`src/sv/tcre_pkg.sv`:
```
// Package for the TCP connection receive engine.
// Holds state codes, flag bits, command codes and the reorder entry type.
// No dependencies.
package tcre_pkg;

	localparam int DefReorderDepth = 8;
	localparam int MaxDeliver = 8;

	localparam logic [3:0] ST_CLOSED    = 4'd0;
	localparam logic [3:0] ST_LISTEN    = 4'd1;
	localparam logic [3:0] ST_SYN_SENT  = 4'd2;
	localparam logic [3:0] ST_SYN_RCVD  = 4'd3;
	localparam logic [3:0] ST_ESTAB     = 4'd4;
	localparam logic [3:0] ST_FINW1     = 4'd5;
	localparam logic [3:0] ST_FINW2     = 4'd6;
	localparam logic [3:0] ST_CLOSING   = 4'd7;
	localparam logic [3:0] ST_TIMEWAIT  = 4'd8;
	localparam logic [3:0] ST_CLOSEWAIT = 4'd9;

	localparam logic [5:0] FL_FIN = 6'd1;
	localparam logic [5:0] FL_SYN = 6'd2;
	localparam logic [5:0] FL_RST = 6'd4;
	localparam logic [5:0] FL_ACK = 6'd16;

	localparam logic [1:0] FN_SEGMENT = 2'd0;
	localparam logic [1:0] FN_PASSIVE = 2'd1;
	localparam logic [1:0] FN_ACTIVE  = 2'd2;
	localparam logic [1:0] FN_SEND    = 2'd3;

	localparam logic CFG_ISS = 1'b0;
	localparam logic CFG_WIN = 1'b1;

	localparam logic KIND_HDR = 1'b0;
	localparam logic KIND_DLV = 1'b1;

	typedef struct packed {
		logic [31:0] seq;
		logic [15:0] len;
	} ent_t;

endpackage

```
`src/sv/tcre_ram.sv`:
```
// Generic single-port-write, single-port-read RAM with registered read.
// No dependencies.
module tcre_ram #(
	parameter int Width = 8,
	parameter int Depth = 8,
	localparam int AW = (Depth > 1) ? $clog2(Depth) : 1
) (
	input  logic          clk,
	input  logic          we,
	input  logic [AW-1:0] waddr,
	input  logic [Width-1:0] wdata,
	input  logic [AW-1:0] raddr,
	output logic [Width-1:0] rdata
);

	logic [Width-1:0] mem [Depth];

	always_ff @(posedge clk) begin
		if (we) begin
			mem[waddr] <= wdata;
		end
		rdata <= mem[raddr];
	end

endmodule

```
`src/sv/tcre_cmp.sv`:
```
// Shared 32-bit sequence comparator: unsigned less-than and equality.
// No dependencies.
module tcre_cmp (
	input  logic [31:0] a,
	input  logic [31:0] b,
	output logic        lt,
	output logic        eq
);

	assign lt = a < b;
	assign eq = a == b;

endmodule

```
`src/sv/tcp_connection_receive_engine_top.sv`:
```
// Top level of the single-connection TCP receive engine.
// Depends on tcre_pkg, tcre_ram and tcre_cmp.
//
// Usage:
//   Command channel: an item (func, seg_flags, seg_seq, seg_ack, seg_window,
//   payload_length) is taken when start is high and busy is low. busy drops
//   in the cycle after the sequencer issues the final result of the item.
//   Result channel: each result is shown for one cycle with strobe high;
//   last marks the final result of an item. Results pass one output register,
//   so the final result shows in the first cycle with busy low. The receiver
//   cannot stall, so results go out as the sequencer produces them. Items
//   may produce none.
//   Config channel: cfg_valid/cfg_ready with cfg_index/cfg_data; index 0 is
//   the initial send sequence (also loads the send pointer), index 1 the
//   advertised window. cfg_ready follows !busy; write only when idle.
// Sequence: latch the item, then decide (emits any header: handshake, RST
//   or send); for data segments, insertion compares into the sorted reorder
//   ring (skipped when the ring is full), up to MaxDeliver in-order
//   deliveries, each a table read and a compare, plus the final check, then
//   the ACK and, for a FIN, a FIN ACK. The single table RAM read port and the
//   shared comparator serialise these steps.
// Reset: connection closed, all pointers zero, reorder table empty.
module tcp_connection_receive_engine_top
	import tcre_pkg::*;
#(
	parameter int REORDER_DEPTH = DefReorderDepth
) (
	input  logic        clk,
	input  logic        arst_n,
	input  logic        start,
	output logic        busy,
	input  logic [1:0]  func,
	input  logic [5:0]  seg_flags,
	input  logic [31:0] seg_seq,
	input  logic [31:0] seg_ack,
	input  logic [15:0] seg_window,
	input  logic [15:0] payload_length,
	input  logic        cfg_valid,
	output logic        cfg_ready,
	input  logic        cfg_index,
	input  logic [31:0] cfg_data,
	output logic        strobe,
	output logic        kind,
	output logic [31:0] out_seq,
	output logic [31:0] out_ack,
	output logic [5:0]  out_flags,
	output logic [15:0] out_window,
	output logic [15:0] out_length,
	output logic [3:0]  conn_state_now,
	output logic        last
);

	localparam int AW = (REORDER_DEPTH > 1) ? $clog2(REORDER_DEPTH) : 1;
	localparam int CW = $clog2(REORDER_DEPTH + 1);
	localparam int EW = $bits(ent_t);

	// sequencer codes
	localparam logic [2:0] S_IDLE    = 3'd0;
	localparam logic [2:0] S_DECIDE  = 3'd1;
	localparam logic [2:0] S_INS_CMP = 3'd2;
	localparam logic [2:0] S_INS_NEW = 3'd3;
	localparam logic [2:0] S_DLV_REQ = 3'd4;
	localparam logic [2:0] S_DLV_CMP = 3'd5;
	localparam logic [2:0] S_ACK     = 3'd6;
	localparam logic [2:0] S_FIN     = 3'd7;

	// ring address of logical slot i
	function automatic logic [AW-1:0] ring(input logic [AW-1:0] h, input logic [AW-1:0] i);
		logic [AW:0] s;
		s = {1'b0, h} + {1'b0, i};
		if (s >= (AW+1)'(REORDER_DEPTH)) begin
			s = s - (AW+1)'(REORDER_DEPTH);
		end
		return s[AW-1:0];
	endfunction

	logic [2:0]  sq_q;
	logic [1:0]  fn_q;
	logic [5:0]  fl_q;
	logic [31:0] seq_q, ack_q;
	logic [15:0] win_q, len_q;
	logic [31:0] iss_q, snxt_q, suna_q, wus_q, wua_q, rnxt_q;
	logic [15:0] adv_q;
	logic [3:0]  cs_q;
	logic        fin_q;
	logic [AW-1:0] head_q, k_q;
	logic [CW-1:0] cnt_q;
	logic [3:0]  dn_q;

	// decide outputs
	logic [3:0]  n_cs;
	logic [31:0] n_snxt, n_suna, n_wus, n_wua, n_rnxt;
	logic        h_v;
	logic [31:0] h_seq;
	logic [5:0]  h_flags;
	logic [15:0] h_len;
	logic        dd, df;
	logic [3:0]  st1;
	logic        in_rng, bad;

	// table and comparator
	logic          we;
	logic [AW-1:0] waddr, raddr;
	ent_t          wdata, rdata;
	logic [31:0]   ca, cb;
	logic          c_lt, c_eq;

	// emit
	logic        e_v, e_kind, e_last;
	logic [31:0] e_seq, e_ack;
	logic [5:0]  e_flags;
	logic [15:0] e_len;

	tcre_ram #(.Width(EW), .Depth(REORDER_DEPTH)) u_tab (
		.clk(clk), .we(we), .waddr(waddr), .wdata(wdata),
		.raddr(raddr), .rdata(rdata)
	);

	tcre_cmp u_cmp (.a(ca), .b(cb), .lt(c_lt), .eq(c_eq));

	assign busy = sq_q != S_IDLE;
	assign cfg_ready = !busy;

	// connection decision on the latched item
	always_comb begin
		n_cs = cs_q; n_snxt = snxt_q; n_suna = suna_q;
		n_wus = wus_q; n_wua = wua_q; n_rnxt = rnxt_q;
		h_v = 1'b0; h_seq = snxt_q; h_flags = FL_ACK; h_len = '0;
		dd = 1'b0; df = 1'b0; st1 = cs_q;
		in_rng = (suna_q <= ack_q) && (ack_q <= snxt_q);
		bad = ((fl_q & FL_ACK) != 0) && ((ack_q <= iss_q) || (ack_q > snxt_q));
		case (fn_q)
			FN_PASSIVE: n_cs = ST_LISTEN;
			FN_ACTIVE: begin
				n_cs = ST_SYN_SENT; h_v = 1'b1; h_flags = FL_SYN;
				n_snxt = snxt_q + 32'd1;
			end
			FN_SEND: begin
				h_v = 1'b1; h_len = len_q;
				n_snxt = snxt_q + {16'd0, len_q};
			end
			default: begin
				if (cs_q == ST_LISTEN) begin
					if ((fl_q & FL_SYN) != 0 && (fl_q & FL_ACK) == 0) begin
						n_rnxt = seq_q + 32'd1; n_suna = ack_q;
						n_wus = seq_q; n_wua = ack_q; n_cs = ST_SYN_RCVD;
						h_v = 1'b1; h_flags = FL_SYN | FL_ACK;
						n_snxt = snxt_q + 32'd1;
					end
				end else if (cs_q == ST_SYN_SENT) begin
					if (!bad && (fl_q & FL_SYN) != 0) begin
						n_rnxt = seq_q + 32'd1; h_v = 1'b1;
						if ((fl_q & FL_ACK) != 0) begin
							n_suna = ack_q; n_wus = seq_q; n_wua = ack_q;
							n_cs = ST_ESTAB;
						end else begin
							n_cs = ST_SYN_RCVD; h_seq = snxt_q - 32'd1;
							h_flags = FL_SYN | FL_ACK;
						end
					end
				end else if ((fl_q & FL_RST) == 0) begin
					if ((fl_q & FL_SYN) != 0) begin
						h_v = 1'b1; h_seq = '0; h_flags = FL_RST | FL_ACK;
					end else if ((fl_q & FL_ACK) != 0) begin
						if (cs_q == ST_SYN_RCVD) begin
							if (in_rng) begin
								n_wus = seq_q; n_wua = ack_q; st1 = ST_ESTAB;
							end else begin
								h_v = 1'b1; h_seq = ack_q; h_flags = FL_RST | FL_ACK;
							end
						end else if (cs_q == ST_ESTAB && in_rng) begin
							n_suna = ack_q;
							if (wus_q < seq_q || (wus_q == seq_q && wua_q < ack_q)) begin
								n_wus = seq_q; n_wua = ack_q;
							end
						end
						dd = (len_q != 16'd0) && (st1 == ST_ESTAB);
						df = (fl_q & FL_FIN) != 0;
						n_cs = st1;
						if (df) begin
							case (st1)
								ST_SYN_RCVD, ST_ESTAB: n_cs = ST_CLOSEWAIT;
								ST_FINW1: n_cs = (ack_q > snxt_q) ? ST_TIMEWAIT : ST_CLOSING;
								ST_FINW2, ST_TIMEWAIT: n_cs = ST_TIMEWAIT;
								default: n_cs = st1;
							endcase
						end
					end
				end
			end
		endcase
	end

	// table walk, comparator steering and result selection
	always_comb begin
		we = 1'b0; waddr = ring(head_q, k_q + AW'(1));
		wdata.seq = seq_q; wdata.len = len_q;
		raddr = head_q;
		ca = seq_q; cb = rdata.seq;
		e_v = 1'b0; e_kind = KIND_HDR; e_last = 1'b0;
		e_seq = snxt_q; e_flags = FL_ACK; e_len = '0;
		e_ack = rnxt_q;
		case (sq_q)
			S_DECIDE: begin
				raddr = ring(head_q, AW'(cnt_q - CW'(1)));
				e_v = h_v; e_seq = h_seq; e_flags = h_flags; e_len = h_len;
				e_ack = ((h_flags & FL_ACK) != 0) ? n_rnxt : 32'd0;
				e_last = !(dd || df);
			end
			S_INS_CMP: begin
				we = 1'b1;
				if (c_lt) begin
					wdata = rdata;
					raddr = ring(head_q, k_q - AW'(1));
				end
			end
			S_INS_NEW: begin
				we = 1'b1; waddr = head_q;
			end
			S_DLV_CMP: begin
				ca = rnxt_q;
				if (c_eq) begin
					e_v = 1'b1; e_kind = KIND_DLV; e_seq = rdata.seq;
					e_ack = '0; e_flags = '0; e_len = rdata.len;
				end
			end
			S_ACK: begin
				e_v = 1'b1; e_last = !fin_q;
			end
			S_FIN: begin
				e_v = 1'b1; e_last = 1'b1; e_ack = seq_q + 32'd1;
			end
			default: ;
		endcase
	end

	always_ff @(posedge clk or negedge arst_n) begin
		if (!arst_n) begin
			sq_q <= S_IDLE; cs_q <= ST_CLOSED;
			iss_q <= '0; snxt_q <= '0; adv_q <= 16'hFFFF;
			suna_q <= '0; wus_q <= '0; wua_q <= '0; rnxt_q <= '0;
			head_q <= '0; cnt_q <= '0; k_q <= '0; dn_q <= '0; fin_q <= 1'b0;
		end else begin
			if (cfg_valid && cfg_ready) begin
				if (cfg_index == CFG_ISS) begin
					iss_q <= cfg_data; snxt_q <= cfg_data;
				end else begin
					adv_q <= cfg_data[15:0];
				end
			end
			case (sq_q)
				S_IDLE: if (start) sq_q <= S_DECIDE;
				S_DECIDE: begin
					cs_q <= n_cs; snxt_q <= n_snxt; suna_q <= n_suna;
					wus_q <= n_wus; wua_q <= n_wua; rnxt_q <= n_rnxt;
					fin_q <= df; dn_q <= '0;
					k_q <= AW'(cnt_q - CW'(1));
					if (dd) begin
						if (cnt_q == CW'(REORDER_DEPTH)) sq_q <= S_DLV_REQ;
						else if (cnt_q == '0) sq_q <= S_INS_NEW;
						else sq_q <= S_INS_CMP;
					end else if (df) begin
						sq_q <= S_FIN;
					end else begin
						sq_q <= S_IDLE;
					end
				end
				S_INS_CMP: begin
					if (c_lt) begin
						if (k_q == '0) sq_q <= S_INS_NEW;
						else k_q <= k_q - AW'(1);
					end else begin
						cnt_q <= cnt_q + CW'(1); sq_q <= S_DLV_REQ;
					end
				end
				S_INS_NEW: begin
					cnt_q <= cnt_q + CW'(1); sq_q <= S_DLV_REQ;
				end
				S_DLV_REQ: begin
					if (cnt_q == '0 || dn_q == 4'(MaxDeliver)) sq_q <= S_ACK;
					else sq_q <= S_DLV_CMP;
				end
				S_DLV_CMP: begin
					if (c_eq) begin
						rnxt_q <= rnxt_q + {16'd0, rdata.len};
						head_q <= ring(head_q, AW'(1));
						cnt_q <= cnt_q - CW'(1);
						dn_q <= dn_q + 4'd1;
						sq_q <= S_DLV_REQ;
					end else begin
						sq_q <= S_ACK;
					end
				end
				S_ACK: sq_q <= fin_q ? S_FIN : S_IDLE;
				S_FIN: begin
					rnxt_q <= seq_q + 32'd1; sq_q <= S_IDLE;
				end
				default: sq_q <= S_IDLE;
			endcase
		end
	end

	// item latch
	always_ff @(posedge clk) begin
		if (start && !busy) begin
			fn_q <= func; fl_q <= seg_flags; seq_q <= seg_seq; ack_q <= seg_ack;
			win_q <= seg_window; len_q <= payload_length;
		end
	end

	// result register
	always_ff @(posedge clk or negedge arst_n) begin
		if (!arst_n) begin
			strobe <= 1'b0;
		end else begin
			strobe <= e_v;
		end
	end

	always_ff @(posedge clk) begin
		if (e_v) begin
			kind <= e_kind; out_seq <= e_seq; out_ack <= e_ack;
			out_flags <= e_flags; out_length <= e_len; last <= e_last;
			out_window <= (e_kind == KIND_HDR) ? adv_q : 16'd0;
			conn_state_now <= (sq_q == S_DECIDE) ? n_cs : cs_q;
		end
	end

	// peer window is tracked by the update markers only
	logic unused_win;
	assign unused_win = ^win_q;

endmodule
```
`config.mk`:
```
export PLATFORM = sky130hd
export DESIGN_NAME = tcp_connection_receive_engine_top
export DESIGN_NICKNAME = d
export VERILOG_FILES = /design/src/sv/tcre_pkg.sv /design/src/sv/tcre_ram.sv /design/src/sv/tcre_cmp.sv /design/src/sv/tcp_connection_receive_engine_top.sv
export SDC_FILE = /design/constraint.sdc
export NUM_CORES = 1
export LEC_CHECK = 0
export BUFFER_PORTS_ARGS = -buffer_cell sky130_fd_sc_hd__buf_4
export CORE_MARGIN = 1
export CORE_UTILIZATION = 60
export CTS_CLUSTER_DIAMETER = 60
export DETAILED_ROUTE_END_ITERATION = 7
export PLACE_DENSITY = 0.79
export SYNTH_ARGS = -nofsm -noshare
export SYNTH_HDL_FRONTEND = slang
export SYNTH_SLANG_ARGS = --single-unit
```
`constraint.sdc`:
```
create_clock -name clk -period 7.6 [get_ports clk]
set_clock_uncertainty 0.2 [all_clocks]
set_input_delay 0 -clock clk [delete_from_list [all_inputs] [get_ports clk]]
set_output_delay 0 -clock clk [all_outputs]
set_load 0.1 [all_outputs]
```
==> metrics.txt <==
logic gate share of total power=46.3%; Post-synth EDFFs=575; Power Internal=about 0.012 W; peak supply drop=approximately 0.00040 V; Rows=just over 90; via count=30.75k; Yosys warnings=0; Routed WL=132000 um; Slew @ Worst Pin=1.331 ns; number of synthesized register bits=790; CP Data Arrival Time=roughly 6.5 ns; DR pass1 iterations=8; CP max FO=47; Async SR Flop Fraction=21.14%; Mapped Cells=3307; number of fill cells=4115; worst path required time=between 7 and 8 ns; Setup violations, final=0; Syn Area/Cell=11.94 sq um; Tightest Hold Check Type=input port to flip-flop; Setup TNS=0 ns; io pins=252; hpwl dp=around 86000 um; critical path type=flip-flop to flip-flop; Fin. Hold Viols=0; element type at the critical path start=flip-flop; Starting Density=around three fifths; core area=64700 sq um; final net count=4115; initial antenna violation count=4; CTS tree=done; Static Leakage=20.10 nW; worst-case clock buffer depth=3; largest net degree at the start of global routing=81; register area=22430 sq um; post-synth top area cell=edfxtp_1; Routability Congestion=about 0.98; switching power=0.009446 W; multi-input logic area=15860 sq um; RSZ-0062 raised after global routing=no; Max-Cap Viols=0; status=finished clean; die area=roughly 67000 sq um; register area share after synthesis=56.80%; final period utilization=81.16%; Final ANT Viol Nets=0; synth top area cells=edfxtp_1 (44%), dfrtp_1 (9.6%), mux2i_1 (7.7%), ha_1 (5.5%), nand2_1 (3.2%); Commonest cells post-synth=edfxtp_1 (575), nand2_1 (332), mux2i_1 (302); clk_lat worst skew=around 0.68 ns; Port Buffer Count=230; GRT overflow=0; post-layout min period=about 6.2 ns; DR DRC count=0; Netlist cell types=92; most common cell in the synthesized netlist=edfxtp_1; synth-to-layout area growth=21.08%; GRT Resource Usage Total=39.49%; dominant synthesized flop cell=edfxtp_1; Worst-path clk slew=0.08 ns; power share of the clock group=roughly a fifth; TritonCTS buffer count=83; CP Capture Type=flip-flop; synthesized area=39480 sq um; 1st-iter DRT viols=3608; die height=258.5 um; placed cell areas=between 40000 and 50000 sq um; vias in the first global route=31.15k; routed length per instance=27.94 um; switching share of power=44.81%; PostCTS Resize Cnt=0; first-pass GRT wire length=approximately 200000 um; Fmax achieved=0.1621 GHz; layout cells sized above 1=15.00%; Clock Sink Count=790; # H-tree levels=3; fin area=47810 sq um; Seq pwr share=34.4%; Rel. slew slack=a little over a tenth; vias per inst=6.507; pwr/cell area=440.9 nW/um^2; Root Driver=clkbuf_16; Final Max Slew Viols=0; Die W=258.5 um; share of Yosys cell area claimed by the top area cell type=43.73%
==> cells in the final DEF (no fill, tap or decap), drive strengths merged, types with 19 or more instances in the layout <==
cell type	count
dfxtp	48
nor4	19
ha	172
edfxtp	575
nor3	42
nand3	70
buf	297
mux2	114
clkbuf	111
and2	27
nand4	38
a21o	23
a22oi	27
a21oi	146
inv	168
nor2	142
o22ai	41
a31oi	22
a22o	31
a211oi	34
nand2	332
mux2i	302
dlygate4sd3	276
clkinv	32
xor2	33
xnor2	44
and3	36
o211ai	25
o21ai	218
dfrtp	151
==> sequential cells by signal (all words and copies together) (netlist names), 4 cells and up <==
signal and flops:
seq_q 32, snxt_q 32, conn_state_now 4, out_ack 32
fl_q 4, suna_q 32, dn_q 4, adv_q 16
cnt_q 4, out_window 16, u_tab.mem 384, u_tab.rdata 48
rnxt_q 32, out_seq 32, out_length 16, len_q 16
ack_q 32, iss_q 32, cs_q 4
==> cell type report <==
| cell class | instances | area share [%] |
|---|---|---|
| clock inverter | 44 | 0.9893 |
| tap | 855 | 2.238 |
| antenna | 3 | 0.01570 |
| inverter | 162 | 1.272 |
| timing repair buffer | 573 | 10.68 |
| sequential | 790 | 46.91 |
| multi-input combinational | 2187 | 33.18 |
| clock buffer | 111 | 4.714 |
==> timing repair <==
action                     CTS  global route
setup buffers                0             0
hold buffers               278             0
hold endpoints to repair   263             0
setup endpoints to repair    0             0
==> critical path, cell delays in order (launching register included) <==
cell and delay, ns:
dfrtp_1 0.78, nand2_1 0.12, buf_4 0.26, nor2_2 0.43, buf_4 0.30, nand2_1 0.08
nand2_1 0.07, ha_1 0.25, a21oi_1 0.15, o21ai_0 0.18, a211o_1 0.31, o31ai_1 0.71
a211oi_1 0.27, a211oi_4 0.26, buf_4 0.24, buf_4 0.67, mux2i_1 0.31, mux2i_1 0.13
mux2_2 0.30
==> path summary, 6_finish.rpt <==
check	startpoint	endpoint	slack, ns	cells after the start
min reg2reg	suna_q[31]	suna_q[31]	0.30	1
max	sq_q[0]	u_tab.rdata[14]	1.43	18
min in group asynchronous	arst_n	adv_q[12]	0.33	3
max in group asynchronous	arst_n	rnxt_q[11]	5.76	4
max reg2reg	sq_q[0]	u_tab.rdata[14]	1.43	18
min	cfg_data[23]	snxt_q[23]	0.02	4
==> routing by layer <==
layer  vias up  GRT usage [%]  share of wire, %
li1      13420              -                 -
met1     15150          49.28                38
met2      1755          64.76                48
met3       419          7.600               8.6
met4         4          22.30               6.2
met5         -              0             0.020
==> power by group through the flow <==
stage	Clock [W]	Sequential (W)	Combinational [W]
after floorplan	0	0.00836	0.00526
after global placement	0	0.00721	0.00904
after detailed placement	0	0.00724	0.00928
after CTS	0.00407	0.00717	0.00954
after global routing	0.00427	0.00730	0.0103
final	0.00407	0.00725	0.00976
==> cell families after synthesis <==
group	synth area share [%]
flops	56.80
simple gates	9.463
compound gates	11.95
mux	10.91
buf+inv	3.454
fa+ha+maj	5.704
xor+xnor	1.708
other cells	0.009498
==> metrics by stage <==
step	setup WS [ns]	hold slack (ns)	cells	utilization [%]	power (W)
6_report	1.432	0.02328	4725	73.89	0.02108
5_1_grt	1.238	0.03118	4724	73.89	0.02190
4_1_cts	1.637	0.004476	4722	73.88	0.02078
3_5_place_dp	1.665	-0.02245	4289	65.32	0.01652
3_3_place_gp	1.782	-0.03699	4289	65.32	0.01625
2_1_floorplan	1.066	-0.4956	3309	-	0.01362
Note: power is estimated with default switching activity, not from simulation.
